--- config.mk ---
export PLATFORM = sky130hd
export DESIGN_NAME = two_layer_linear_network
export DESIGN_NICKNAME = d
export VERILOG_FILES = /design/src/hdl/tlln_pkg.sv /design/src/hdl/tlln_seq.sv /design/src/hdl/tlln_dp.sv /design/src/hdl/two_layer_linear_network.sv
export SDC_FILE = /design/constraint.sdc
export NUM_CORES = 2
export LEC_CHECK = 0
export ABC_AREA = 1
export BUFFER_PORTS_ARGS = -buffer_cell sky130_fd_sc_hd__buf_2
export CAP_MARGIN = 20
export CORE_ASPECT_RATIO = 1.25
export CORE_MARGIN = 5
export CORE_UTILIZATION = 49
export DETAILED_ROUTE_END_ITERATION = 6
export GPL_ROUTABILITY_DRIVEN = 0
export GPL_TIMING_DRIVEN = 1
export PLACE_DENSITY = 0.73
export SLEW_MARGIN = 5
export SYNTH_ARGS = -nofsm -noshare
export SYNTH_HDL_FRONTEND = slang
export SYNTH_HIERARCHICAL = 1
export SYNTH_SLANG_ARGS = --single-unit
--- constraint.sdc ---
create_clock -name clk -period 8.51 [get_ports clk]
set_input_delay 0.4255 -clock clk [delete_from_list [all_inputs] [get_ports clk]]
set_output_delay 0.4255 -clock clk [all_outputs]
set_load 0.1 [all_outputs]
--- src/hdl/tlln_pkg.sv ---
// tlln_pkg: shared types, constants and the microprogram of the two-layer linear network.
// No dependencies; used by tlln_seq, tlln_dp and two_layer_linear_network.
`default_nettype none

package tlln_pkg;

  // Fixed field widths and network shape.
  localparam int DW        = 16;  // data width, Q8.8
  localparam int WW        = 16;  // weight width, Q4.12
  localparam int WFRAC     = 12;  // weight fraction bits
  localparam int IN_CNT    = 6;   // network inputs
  localparam int OUT_CNT   = 2;   // network outputs
  localparam int HIDDEN_NODES_DEF = 6;
  localparam int HIDDEN_MAX = 16;
  // Accumulator holds the sum of up to HIDDEN_MAX products exactly.
  localparam int ACC_W     = DW + WW + $clog2(HIDDEN_MAX) + 1;
  localparam int QW        = ACC_W - WFRAC;

  // Operation codes.
  localparam logic OP_WRITE = 1'b0;
  localparam logic OP_EVAL  = 1'b1;

  // Layer select.
  localparam logic LAYER_HID = 1'b0;
  localparam logic LAYER_OUT = 1'b1;

  // Microprogram step addresses.
  localparam int STEP_W = 3;
  localparam logic [STEP_W-1:0] STEP_IDLE   = 3'd0;
  localparam logic [STEP_W-1:0] STEP_HMAC   = 3'd1;
  localparam logic [STEP_W-1:0] STEP_HDRAIN = 3'd2;
  localparam logic [STEP_W-1:0] STEP_OMAC   = 3'd3;
  localparam logic [STEP_W-1:0] STEP_FIN    = 3'd4;

  typedef enum logic [2:0] {
    COND_ALWAYS,
    COND_EVAL,
    COND_LOOP_END,
    COND_DRAINED,
    COND_DRAINED_FREE
  } cond_t;

  // One control word: jump to jmp when cond holds, else repeat the step.
  typedef struct packed {
    logic              issue;
    logic              layer;
    logic              clr;
    cond_t             cond;
    logic [STEP_W-1:0] jmp;
  } uword_t;

  typedef struct packed {
    logic                 operation;
    logic [5:0]           weight_index;
    logic signed [WW-1:0] weight_value;
    logic signed [DW-1:0] x_error;
    logic signed [DW-1:0] y_error;
    logic signed [DW-1:0] angle_error;
    logic signed [DW-1:0] vx_error;
    logic signed [DW-1:0] vy_error;
    logic signed [DW-1:0] rate_error;
  } in_item_t;

  typedef struct packed {
    logic signed [DW-1:0] jet_force;
    logic signed [DW-1:0] correction_force;
  } out_item_t;

  // Sequencer to datapath.
  typedef struct packed {
    logic issue;
    logic layer;
    logic first;
    logic last;
  } ctl_t;

  // Datapath to sequencer.
  typedef struct packed {
    logic drained;
    logic out_busy;
  } sts_t;

  function automatic uword_t ucode(logic [STEP_W-1:0] pc);
    uword_t w;
    unique case (pc)
      STEP_IDLE:   w = '{issue: 1'b0, layer: LAYER_HID, clr: 1'b1,
                         cond: COND_EVAL,         jmp: STEP_HMAC};
      STEP_HMAC:   w = '{issue: 1'b1, layer: LAYER_HID, clr: 1'b0,
                         cond: COND_LOOP_END,     jmp: STEP_HDRAIN};
      STEP_HDRAIN: w = '{issue: 1'b0, layer: LAYER_OUT, clr: 1'b1,
                         cond: COND_DRAINED_FREE, jmp: STEP_OMAC};
      STEP_OMAC:   w = '{issue: 1'b1, layer: LAYER_OUT, clr: 1'b0,
                         cond: COND_LOOP_END,     jmp: STEP_FIN};
      STEP_FIN:    w = '{issue: 1'b0, layer: LAYER_OUT, clr: 1'b1,
                         cond: COND_DRAINED,      jmp: STEP_IDLE};
      default:     w = '{issue: 1'b0, layer: LAYER_HID, clr: 1'b1,
                         cond: COND_ALWAYS,       jmp: STEP_IDLE};
    endcase
    return w;
  endfunction

  // Round Q17.20 to Q8.8 (add half, floor shift) and saturate.
  function automatic logic signed [DW-1:0] round_sat(logic signed [ACC_W-1:0] acc);
    logic signed [ACC_W-1:0] r;
    logic signed [QW-1:0]    q;
    logic signed [QW-1:0]    qmax;
    logic signed [QW-1:0]    qmin;
    logic signed [DW-1:0]    res;
    qmax = QW'((64'sd1 <<< (DW - 1)) - 64'sd1);
    qmin = ~qmax;
    r = acc + (ACC_W'(1) << (WFRAC - 1));
    q = r[ACC_W-1:WFRAC];
    if (q > qmax) begin
      res = DW'(qmax);
    end else if (q < qmin) begin
      res = DW'(qmin);
    end else begin
      res = DW'(q);
    end
    return res;
  endfunction

endpackage

`default_nettype wire

--- src/hdl/tlln_seq.sv ---
// tlln_seq: microcoded sequencer - step counter, control ROM, loop counters.
// Depends on tlln_pkg (ucode, ctl_t, sts_t).
`default_nettype none

module tlln_seq #(
  parameter int  HIDDEN_NODES = tlln_pkg::HIDDEN_NODES_DEF,
  localparam int TW = $clog2(tlln_pkg::IN_CNT > HIDDEN_NODES ?
                             tlln_pkg::IN_CNT : HIDDEN_NODES),
  localparam int NW = $clog2(HIDDEN_NODES > tlln_pkg::OUT_CNT ?
                             HIDDEN_NODES : tlln_pkg::OUT_CNT)
) (
  input  wire logic                  clk,
  input  wire logic                  rst_n,
  input  wire logic                  eval_go,
  input  wire tlln_pkg::sts_t        sts,
  output tlln_pkg::ctl_t             ctl,
  output logic [TW-1:0]              term,
  output logic [NW-1:0]              node,
  output logic                       idle
);

  logic [tlln_pkg::STEP_W-1:0] pc_r, pc_nxt;
  logic [TW-1:0]               term_r, term_nxt;
  logic [NW-1:0]               node_r, node_nxt;
  tlln_pkg::uword_t            uw;
  logic [TW-1:0]               term_last;
  logic [NW-1:0]               node_last;
  logic                        loop_end;
  logic                        met;

  assign uw = tlln_pkg::ucode(pc_r);

  always_comb begin
    if (uw.layer == tlln_pkg::LAYER_OUT) begin
      term_last = TW'(HIDDEN_NODES - 1);
      node_last = NW'(tlln_pkg::OUT_CNT - 1);
    end else begin
      term_last = TW'(tlln_pkg::IN_CNT - 1);
      node_last = NW'(HIDDEN_NODES - 1);
    end
  end

  assign loop_end = (term_r == term_last) && (node_r == node_last);

  always_comb begin
    unique case (uw.cond)
      tlln_pkg::COND_ALWAYS:       met = 1'b1;
      tlln_pkg::COND_EVAL:         met = eval_go;
      tlln_pkg::COND_LOOP_END:     met = loop_end;
      tlln_pkg::COND_DRAINED:      met = sts.drained;
      tlln_pkg::COND_DRAINED_FREE: met = sts.drained && !sts.out_busy;
      default:                     met = 1'b1;
    endcase
    pc_nxt   = met ? uw.jmp : pc_r;
    term_nxt = term_r;
    node_nxt = node_r;
    if (uw.clr) begin
      term_nxt = '0;
      node_nxt = '0;
    end else if (uw.issue) begin
      if (term_r == term_last) begin
        term_nxt = '0;
        node_nxt = node_r + NW'(1);
      end else begin
        term_nxt = term_r + TW'(1);
      end
    end
  end

  always_ff @(posedge clk) begin
    if (!rst_n) begin
      pc_r   <= tlln_pkg::STEP_IDLE;
      term_r <= '0;
      node_r <= '0;
    end else begin
      pc_r   <= pc_nxt;
      term_r <= term_nxt;
      node_r <= node_nxt;
    end
  end

  assign ctl.issue = uw.issue;
  assign ctl.layer = uw.layer;
  assign ctl.first = (term_r == '0);
  assign ctl.last  = (term_r == term_last);
  assign term      = term_r;
  assign node      = node_r;
  assign idle      = (pc_r == tlln_pkg::STEP_IDLE);

endmodule

`default_nettype wire

--- src/hdl/tlln_dp.sv ---
// tlln_dp: weight memory, input and hidden registers, 3-stage MAC pipe, result register.
// Depends on tlln_pkg (item types, ctl_t, sts_t, round_sat).
`default_nettype none

module tlln_dp #(
  parameter int  HIDDEN_NODES = tlln_pkg::HIDDEN_NODES_DEF,
  localparam int TW = $clog2(tlln_pkg::IN_CNT > HIDDEN_NODES ?
                             tlln_pkg::IN_CNT : HIDDEN_NODES),
  localparam int NW = $clog2(HIDDEN_NODES > tlln_pkg::OUT_CNT ?
                             HIDDEN_NODES : tlln_pkg::OUT_CNT)
) (
  input  wire logic                  clk,
  input  wire logic                  rst_n,
  input  wire logic                  in_acc,
  input  wire tlln_pkg::in_item_t    in_item,
  input  wire tlln_pkg::ctl_t        ctl,
  input  wire logic [TW-1:0]         term,
  input  wire logic [NW-1:0]         node,
  output tlln_pkg::sts_t             sts,
  output logic                       out_valid,
  input  wire logic                  out_ready,
  output tlln_pkg::out_item_t        out_item
);

  localparam int DW    = tlln_pkg::DW;
  localparam int WW    = tlln_pkg::WW;
  localparam int ACC_W = tlln_pkg::ACC_W;
  localparam int DEPTH    = (tlln_pkg::IN_CNT + tlln_pkg::OUT_CNT) * HIDDEN_NODES;
  localparam int OUT_BASE = tlln_pkg::IN_CNT * HIDDEN_NODES;
  localparam int AW       = $clog2(DEPTH);
  localparam int XIW      = $clog2(tlln_pkg::IN_CNT);
  localparam int HIW      = (HIDDEN_NODES > 1) ? $clog2(HIDDEN_NODES) : 1;

  // Weight store; valid bits make unwritten entries read as zero.
  logic [WW-1:0]            wmem [DEPTH];
  logic [DEPTH-1:0]         wvld_r;
  logic                     wr_en;
  logic [AW-1:0]            waddr;
  logic [AW-1:0]            raddr;

  logic signed [DW-1:0]     x_r   [tlln_pkg::IN_CNT];
  logic signed [DW-1:0]     hid_r [HIDDEN_NODES];

  // Stage 1: read data and operand.
  logic                     v1_r, first1_r, last1_r, layer1_r;
  logic [NW-1:0]            node1_r;
  logic signed [DW-1:0]     opnd1_r;
  logic [WW-1:0]            rdata_r;
  logic                     rvld_r;
  logic signed [WW-1:0]     wgt;
  // Stage 2: product.
  logic                     v2_r, first2_r, last2_r, layer2_r;
  logic [NW-1:0]            node2_r;
  logic signed [DW+WW-1:0]  prod_r;
  // Stage 3: accumulator, sink pending when v3_r.
  logic                     v3_r, layer3_r;
  logic [NW-1:0]            node3_r;
  logic signed [ACC_W-1:0]  acc_r;
  logic signed [DW-1:0]     rs;

  logic                     out_valid_r;
  logic signed [DW-1:0]     jet_r, corr_r;

  assign wr_en = in_acc && (in_item.operation == tlln_pkg::OP_WRITE) &&
                 (int'(in_item.weight_index) < DEPTH);
  assign waddr = AW'(in_item.weight_index);

  always_comb begin
    if (ctl.layer == tlln_pkg::LAYER_OUT) begin
      raddr = AW'(OUT_BASE + int'(node) * HIDDEN_NODES + int'(term));
    end else begin
      raddr = AW'(int'(node) * tlln_pkg::IN_CNT + int'(term));
    end
  end

  always_ff @(posedge clk) begin
    if (wr_en) begin
      wmem[waddr] <= in_item.weight_value;
    end
    rdata_r <= wmem[raddr];
    rvld_r  <= wvld_r[raddr];
  end

  always_ff @(posedge clk) begin
    if (!rst_n) begin
      wvld_r <= '0;
    end else if (wr_en) begin
      wvld_r[waddr] <= 1'b1;
    end
  end

  always_ff @(posedge clk) begin
    if (in_acc && (in_item.operation == tlln_pkg::OP_EVAL)) begin
      x_r[0] <= in_item.x_error;
      x_r[1] <= in_item.y_error;
      x_r[2] <= in_item.angle_error;
      x_r[3] <= in_item.vx_error;
      x_r[4] <= in_item.vy_error;
      x_r[5] <= in_item.rate_error;
    end
  end

  // Pipe valid flags.
  always_ff @(posedge clk) begin
    if (!rst_n) begin
      v1_r <= 1'b0;
      v2_r <= 1'b0;
      v3_r <= 1'b0;
    end else begin
      v1_r <= ctl.issue;
      v2_r <= v1_r;
      v3_r <= v2_r && last2_r;
    end
  end

  assign wgt = rvld_r ? signed'(rdata_r) : '0;

  always_ff @(posedge clk) begin
    first1_r <= ctl.first;
    last1_r  <= ctl.last;
    layer1_r <= ctl.layer;
    node1_r  <= node;
    opnd1_r  <= (ctl.layer == tlln_pkg::LAYER_OUT) ? hid_r[term[HIW-1:0]]
                                                   : x_r[term[XIW-1:0]];
    first2_r <= first1_r;
    last2_r  <= last1_r;
    layer2_r <= layer1_r;
    node2_r  <= node1_r;
    prod_r   <= opnd1_r * wgt;
    layer3_r <= layer2_r;
    node3_r  <= node2_r;
    if (v2_r) begin
      acc_r <= first2_r ? ACC_W'(prod_r) : acc_r + ACC_W'(prod_r);
    end
  end

  assign rs = tlln_pkg::round_sat(acc_r);

  always_ff @(posedge clk) begin
    if (v3_r) begin
      if (layer3_r == tlln_pkg::LAYER_HID) begin
        hid_r[node3_r[HIW-1:0]] <= rs;
      end else if (node3_r[0] == 1'b0) begin
        jet_r <= rs;
      end else begin
        corr_r <= rs;
      end
    end
  end

  always_ff @(posedge clk) begin
    if (!rst_n) begin
      out_valid_r <= 1'b0;
    end else if (v3_r && (layer3_r == tlln_pkg::LAYER_OUT) && node3_r[0]) begin
      out_valid_r <= 1'b1;
    end else if (out_ready) begin
      out_valid_r <= 1'b0;
    end
  end

  assign sts.drained  = !v1_r && !v2_r && !v3_r;
  assign sts.out_busy = out_valid_r;
  assign out_valid    = out_valid_r;
  assign out_item.jet_force        = jet_r;
  assign out_item.correction_force = corr_r;

endmodule

`default_nettype wire

--- src/hdl/two_layer_linear_network.sv ---
// two_layer_linear_network: top level of the 6-input, N-hidden, 2-output linear network.
// Depends on tlln_pkg, tlln_seq and tlln_dp.
`default_nettype none

// Channel  Ports                          Moves
// -------  -----------------------------  ------------------------------------
// in       in_valid, in_ready, in_data    weight write or evaluate request
// out      out_valid, out_ready, out_data jet and correction force, one per eval
//
// A weight write is only the transfer itself. An evaluate runs through the
// single shared MAC in order: the 6*N hidden terms, a pipe drain, the 2*N output
// terms and a final drain.
// in_ready is high only while the sequencer sits in its idle step.
// A result still waiting on out_ready holds the next evaluate ahead of its output layer.
// Reset clears the sequencer, pipe flags, weight valid bits (the store reads zero) and out_valid.

module two_layer_linear_network #(
  parameter int HIDDEN_NODES = tlln_pkg::HIDDEN_NODES_DEF
) (
  input  wire logic                clk,
  input  wire logic                rst_n,
  input  wire logic                in_valid,
  output logic                     in_ready,
  input  wire tlln_pkg::in_item_t  in_data,
  output logic                     out_valid,
  input  wire logic                out_ready,
  output tlln_pkg::out_item_t      out_data
);

  localparam int TW = $clog2(tlln_pkg::IN_CNT > HIDDEN_NODES ?
                             tlln_pkg::IN_CNT : HIDDEN_NODES);
  localparam int NW = $clog2(HIDDEN_NODES > tlln_pkg::OUT_CNT ?
                             HIDDEN_NODES : tlln_pkg::OUT_CNT);

  logic            in_acc;
  logic            eval_go;
  logic            idle;
  tlln_pkg::ctl_t  ctl;
  tlln_pkg::sts_t  sts;
  logic [TW-1:0]   term;
  logic [NW-1:0]   node;

  // Input transfer; a write lands in the store on this same edge.
  assign in_ready = idle;
  assign in_acc   = in_valid && in_ready;
  assign eval_go  = in_acc && (in_data.operation == tlln_pkg::OP_EVAL);

  tlln_seq #(
    .HIDDEN_NODES(HIDDEN_NODES)
  ) u_seq (
    .clk     (clk),
    .rst_n   (rst_n),
    .eval_go (eval_go),
    .sts     (sts),
    .ctl     (ctl),
    .term    (term),
    .node    (node),
    .idle    (idle)
  );

  tlln_dp #(
    .HIDDEN_NODES(HIDDEN_NODES)
  ) u_dp (
    .clk       (clk),
    .rst_n     (rst_n),
    .in_acc    (in_acc),
    .in_item   (in_data),
    .ctl       (ctl),
    .term      (term),
    .node      (node),
    .sts       (sts),
    .out_valid (out_valid),
    .out_ready (out_ready),
    .out_item  (out_data)
  );

endmodule

`default_nettype wire

# Yosys cells after proc, flatten, opt, wreduce, memory -nomap -nowiden
# Memories as Yosys holds them, arrays and structs flattened. A register that Yosys moved wholly into a read port is not among the register bits.
# Cells that the tools add are included.
# W data, S select, Z words.
dict set report totals {
  ff_bits 195
  ramBits 960
  input_bits 123
  out_inout_bits 34
  memories 3
}
dict set report classes {
  addsub 7
  mul 2
  magnitude_cmp 6
  eq_ne 10
  muxes 27
  bitwise_logic 4
  n_reduce_logical 23
}
# name words word_bits read_ports rd_ports_with_merged_regs wr line
set mem_list {}
lappend mem_list {u_dp.wmem 48 16 1 1 1 tlln_dp.sv:35} ;# logic [WW-1:0] wmem [DEPTH];
lappend mem_list {u_dp.hid_r 6 16 1 1 1 tlln_dp.sv:42} ;# logic signed [DW-1:0] hid_r [HIDDEN_NODES];
lappend mem_list {u_dp.x_r 6 16 1 1 6 tlln_dp.sv:41} ;# logic signed [DW-1:0] x_r [tlln_pkg::IN_CNT];
# op count
set ops {}
lappend ops {{$mux W16} 4}
lappend ops {{$or A48 B48 Y48} 1}
lappend ops {{$pmux W9 S5} 1}
lappend ops {{$add A37 B13 Y37 const B} 1}
lappend ops {{$add A37 B32 Y37} 1}
lappend ops {{$mux W37} 1}
lappend ops {{$mul A16 B16 Y32} 1}
lappend ops {{$gt A25 B16 Y1 const B} 1}
lappend ops {{$lt A25 B16 Y1 const B} 1}
lappend ops {{$mux W3} 6}
lappend ops {{$lt A6 B7 Y1 const B} 2}
lappend ops {{$add A6 B4 Y6} 2}
lappend ops {{$eq A3 B2 Y1 const B} 4}
lappend ops {{$logic_and A1 B1 Y1} 12}
lappend ops {{$mux W1} 11}
lappend ops {{$eq A3 B3 Y1 const B} 3}
lappend ops {{$add A3 B1 Y3 const B} 2}
lappend ops {{$add A6 B6 Y6 const A} 1}
lappend ops {{$bmux W1 S6} 1}
lappend ops {{$demux W1 S6} 1}
lappend ops {{$eq A3 B1 Y1 const B} 2}
lappend ops {{$ge A6 B1 Y1 const B} 1}
lappend ops {{$logic_not A3 Y1} 2}
lappend ops {{$lt A6 B6 Y1 const B} 1}
lappend ops {{10 further kinds} 16}

# Logic depth before layout (Yosys ltp)
dict set report depth {
  ltp_word 6
  depth_mapped 26
  depth_no_buf 24
}

# Hierarchy
# Netlist, hierarchy kept.
# mod n_inst cells_each area_each_um2
set modules_own_cells {}
lappend modules_own_cells {tlln_dp 1 5248 57310.0}
lappend modules_own_cells {tlln_seq 1 80 555.5}
lappend modules_own_cells {two_layer_linear_network 1 4 17.5}

# Worst setup path after synthesis
# Ideal clock, no wire load.
dict set report synth_timing {
  path_kind {reg-to-reg}
  start {reg u_dp.rvld_r}
  end {reg u_dp.prod_r[29]}
  setup_ns 0.127
  arrival_ns 5.862
  t_required_ns 8.383
  slack_ns 2.521
  path_stages_with_launch 22
  n_path_buf 2
  synth_period_minus_slack_ns 5.989
  cell_sequence {dfxtp_1 clkbuf_1 clkbuf_1 nand2_1 nor2_1 fa_1 fa_1 inv_1 fa_1 fa_1 inv_1 fa_1 inv_1 fa_1 inv_1 ha_1 a21oi_1 o21ai_0 a21oi_1 o21a_1 o21ai_0 xor2_1}
}
dict set report synth_via {
  elab_chain_len 2
}
# item line
set synth_lines {}
lappend synth_lines {{start, declared} tlln_dp.sv:49} ;# logic rvld_r;
lappend synth_lines {{start signal, assigned} tlln_dp.sv:81} ;# rvld_r <= wvld_r[raddr];
lappend synth_lines {{$mux W16} tlln_dp.sv:116} ;# assign wgt = rvld_r ? signed'(rdata_r) : '0;
lappend synth_lines {{$mul A16 B16 Y32} tlln_dp.sv:129} ;# prod_r <= opnd1_r * wgt;
lappend synth_lines {{end signal, assigned} tlln_dp.sv:129}
lappend synth_lines {{end, declared} tlln_dp.sv:54} ;# logic signed [DW+WW-1:0] prod_r;
# No other way between the ends.
# A chain may end at the register's enable or synchronous reset.

# Worst setup path in the final report
dict set report layout_timing {
  start {reg u_dp.rvld_r}
  end {reg u_dp.prod_r[31]}
}
# Same word-level chain as after synthesis.

==> metrics.yaml <==
syn_area_mm2: 0.0579
io_pins: 157
synth-compound-area-share_pct: 10.6
period_share_pct: 80.0
power-per-cell-area_mw_per_mm2: 343
synth_edf_count: 1029
die_h_um: 394
critical_path_arrival_ns: 7.45
async_reset_ff_share_pct: 0
cts.path.max_buffers: 3
worst-path-buf-inv: 5
synth_seq_area_share_pct: 58.3
h-tree-depth: 3
synth_top_family_by_area: "simple AND/OR/NAND/NOR gates"
dieArea_mm2: 0.125
fill_cells: 9720
tns_ns: 0
final_antenna_net_count: 0
synth-simple-area-share_pct: 12.9
antenna_found_initial: 5
p_clk_share_pct: 22.6
end_kind: "flop"
regArea_mm2: 0.0337
grt_usage_pct: 23.5
p_switching_mw: 9.27
syn-num-nets: 5850
netlist_top_cells_area: "edfxtp_1 (53%), fa_1 (9.2%), nor2_1 (6.9%), o21ai_0 (5.0%), dfxtp_1 (4.9%)"
grt_first_pass_wirelength_mm: 231
synth-seq-cells: 1171
synthAdderAreaFrac_pct: 12.0
critical_path.max_fanout: 17
path_common_cell: "fa_1"
clk_latency_ns: 0.75
slowest_delay_ns: 0.81
switching_share_pct: 41.6
syn2layout_area_growth_pct: 12.2
pwr-share-seq_pct: 31.4
fin_crit_ns: 6.81
grt_max_degree: 195
failed_checks: "DRC"
p_comb_share_pct: 45.9
route.vias.total: 41000
crit_slowest_cell: "fa_1"
yosys_warnings: 6
ys_types: 51
placed_area_mm2: 0.0603
min_path_type: "in -> reg"
crit_type: "reg -> reg"
row_count: 141
cp-start-kind: "flop"
cts_sinks: 1171
final.setup_skew_ns: 0.0406
initial_core_util_pct: 49.1
status: "complete, but fails checks"
synth_top_area_share_pct: 53.4
core_area_mm2: 0.118
portBuffers: 156
design_area_mm2: 0.0649
grt_pass1_vias: 40500
critPathTopFamily: "adder cells"
grt_overflow_total: 0
synth-xor-area-share_pct: 0.981
synth.most_common_cell: "nor2_1"
fmax_ghz: 0.147
synth.top_cells.by_count: "nor2_1 (1060), edfxtp_1 (1029), nand2_1 (576), o21ai_0 (576), inv_1 (507)"
cts_made_buffers: 110
hold_viol_final: 0
p_int_mw: 13.0
drive_gt1_share_pct: 8.22
ys.flop_type: "edfxtp_1"
synth.avg_cell_area_um2: 10.9
ctsRootBufferMaster: "clkbuf_16"
p_leak_nw: 24.7
cts_tree: "done"
drv_cap: 0
multi_input_area_mm2: 0.0211
nNetsFinal: 6042
rsz0062_at_grt: "false"
drt-initial-drc-count: 4167
clkTransAtPathRegs_ns: 0.06
hpwl_mm: 97.4
maxSlewViolCount: 0
first_pass_iters: 7
synth.area.mux_share_pct: 0
die_w_um: 317
wirelength_mm: 151
syn_inst: 5332
viasPerCell: 5.69
ir_drop_uv: 401
slew_headroom_pct: 24.2
synth_top_area_cell: "edfxtp_1"
worstMarginPinSlew_ns: 1.14
crit_required_ns: 9.15
drcViolationCount: 2
setup_viol: 0
wl_per_cell_um: 21.1
path_cells: "nand2_1, nor2_1, inv_1, fa_1, inv_1, fa_1, fa_1, inv_1, fa_1, fa_1, fa_1, inv_1, ha_1, inv_1, nor3_1, nand4_1, nor4_1, nand2_1, nand2_1, xnor2_1"
cts_setup_buffers: 0
stage by stage:
| step | cells | setup WS (ns) | power, mW | hold WS [ns] | util [%] |
|---|---|---|---|---|---|
| after floorplan | 5332 | 2.52 | 14.2 | 0.310 | - |
| after global placement | 6888 | 2.03 | 16.8 | 0.311 | 51.1 |
| after detailed placement | 6888 | 1.85 | 17.1 | 0.312 | 51.1 |
| after CTS | 7192 | 1.80 | 22.2 | 0.0456 | 55.1 |
| after global routing | 7194 | 1.29 | 23.8 | 0.0594 | 55.1 |
| final | 7195 | 1.70 | 22.3 | 0.0809 | 55.1 |
timing repair:
action,4_1_cts,5_1_grt
resized for setup,0,0
hold buffers,97,0
hold endpoints to repair,97,0
routing by layer:
metal | part of all wire [%] | wire, um | vias up | GRT usage, %
met2 | 51 | 77100 | 1848 | 41.6
met1 | 37 | 55800 | 20100 | 28.5
met3 | 7.3 | 11100 | 370 | 3.48
li1 | - | - | 18700 | -
met5 | 0.0086 | 13 | - | 0
met4 | 4.9 | 7390 | 2 | 10.9
state kept, by name, summed over array words and instances (netlist names), 3 cells and up:
| register | count |
|---|---|
| u_dp/prod_r | 32 |
| u_dp/x_r | 96 |
| u_dp/rdata_r | 16 |
| u_seq/term | 3 |
| u_dp/hid_r | 96 |
| u_seq/pc_r | 3 |
| u_dp/jet_r | 16 |
| u_dp/node1_r | 3 |
| u_dp/corr_r | 16 |
| u_dp/node3_r | 3 |
| u_dp/acc_r | 37 |
| u_dp/opnd1_r | 16 |
| u_dp/node2_r | 3 |
| u_seq/node | 3 |
| u_dp/wvld_r | 48 |
| u_dp/wmem | 768 |
worst register-to-register path, stage by stage, from the launching register on:
cell     delay (ns)
dfxtp_1        0.67
nand2_1        0.48
nor2_1         0.31
inv_1          0.13
fa_1           0.56
inv_1          0.08
fa_1           0.81
fa_1           0.57
inv_1          0.10
fa_1           0.44
fa_1           0.53
fa_1           0.55
inv_1          0.04
ha_1           0.39
inv_1          0.08
nor3_1         0.29
nand4_1        0.16
nor4_1         0.19
nand2_1        0.08
nand2_1        0.09
xnor2_1        0.13
final cells by class:
type / instances / area share (%)
Sequential cell: 1171 / 52.0
Multi-Input combinational cell: 3385 / 32.5
Clock buffer: 128 / 4.45
Timing Repair Buffer: 334 / 3.69
Inverter: 522 / 3.04
Tap cell: 1573 / 3.03
Clock inverter: 79 / 1.28
Antenna cell: 3 / 0.0116
power groups by stage:
stage	combinational [mW]	clock, mW	sequential [mW]
6_report	10.2	5.03	6.99
3_3_place_gp	9.76	0	7.09
5_1_grt	11.5	5.34	7.00
3_5_place_dp	10.0	0	7.09
4_1_cts	10.1	5.09	6.97
2_1_floorplan	7.34	0	6.87
path summary, 6_finish.rpt:
| path | cells after the start | to | from | slack, ns |
|---|---|---|---|---|
| max | 20 | u_dp/prod_r[31]$_DFF_P_ | u_dp/rvld_r$_DFF_P_ | 1.70 |
| min | 2 | u_dp/out_valid$_SDFFE_PN0P_ | rst_n | 0.08 |
| max reg2reg | 20 | u_dp/prod_r[31]$_DFF_P_ | u_dp/rvld_r$_DFF_P_ | 1.70 |
| min reg2reg | 0 | u_dp/layer3_r$_DFF_P_ | u_dp/layer2_r$_DFF_P_ | 0.33 |
cell families (layout without fill, tap and decap cells):
logic type | Yosys count | in the layout
other | 0 | 3
DFF | 1171 | 1171
adders and majority gates | 395 | 395
and+or+nand+nor | 1873 | 1873
buffers and inverters | 776 | 1063
xor gates and xnor gates | 64 | 64
AOI/OAI and AO/OA | 1053 | 1053
layout by cell type, fill, tap and decap left out, types with 68 or more instances in the layout:
cell type	instances
o221ai_1	68
buf_4	78
edfxtp_1	1029
nand2_1	575
o211ai_1	99
o22ai_1	101
a21oi_1	116
inv_1	504
dfxtp_1	139
dlygate4sd3_1	97
buf_2	156
clkbuf_16	110
nand3_1	141
ha_1	128
nor2_1	1060
fa_1	266
o21ai_0	576
No activity file was read; power rests on OpenSTA's default activity.
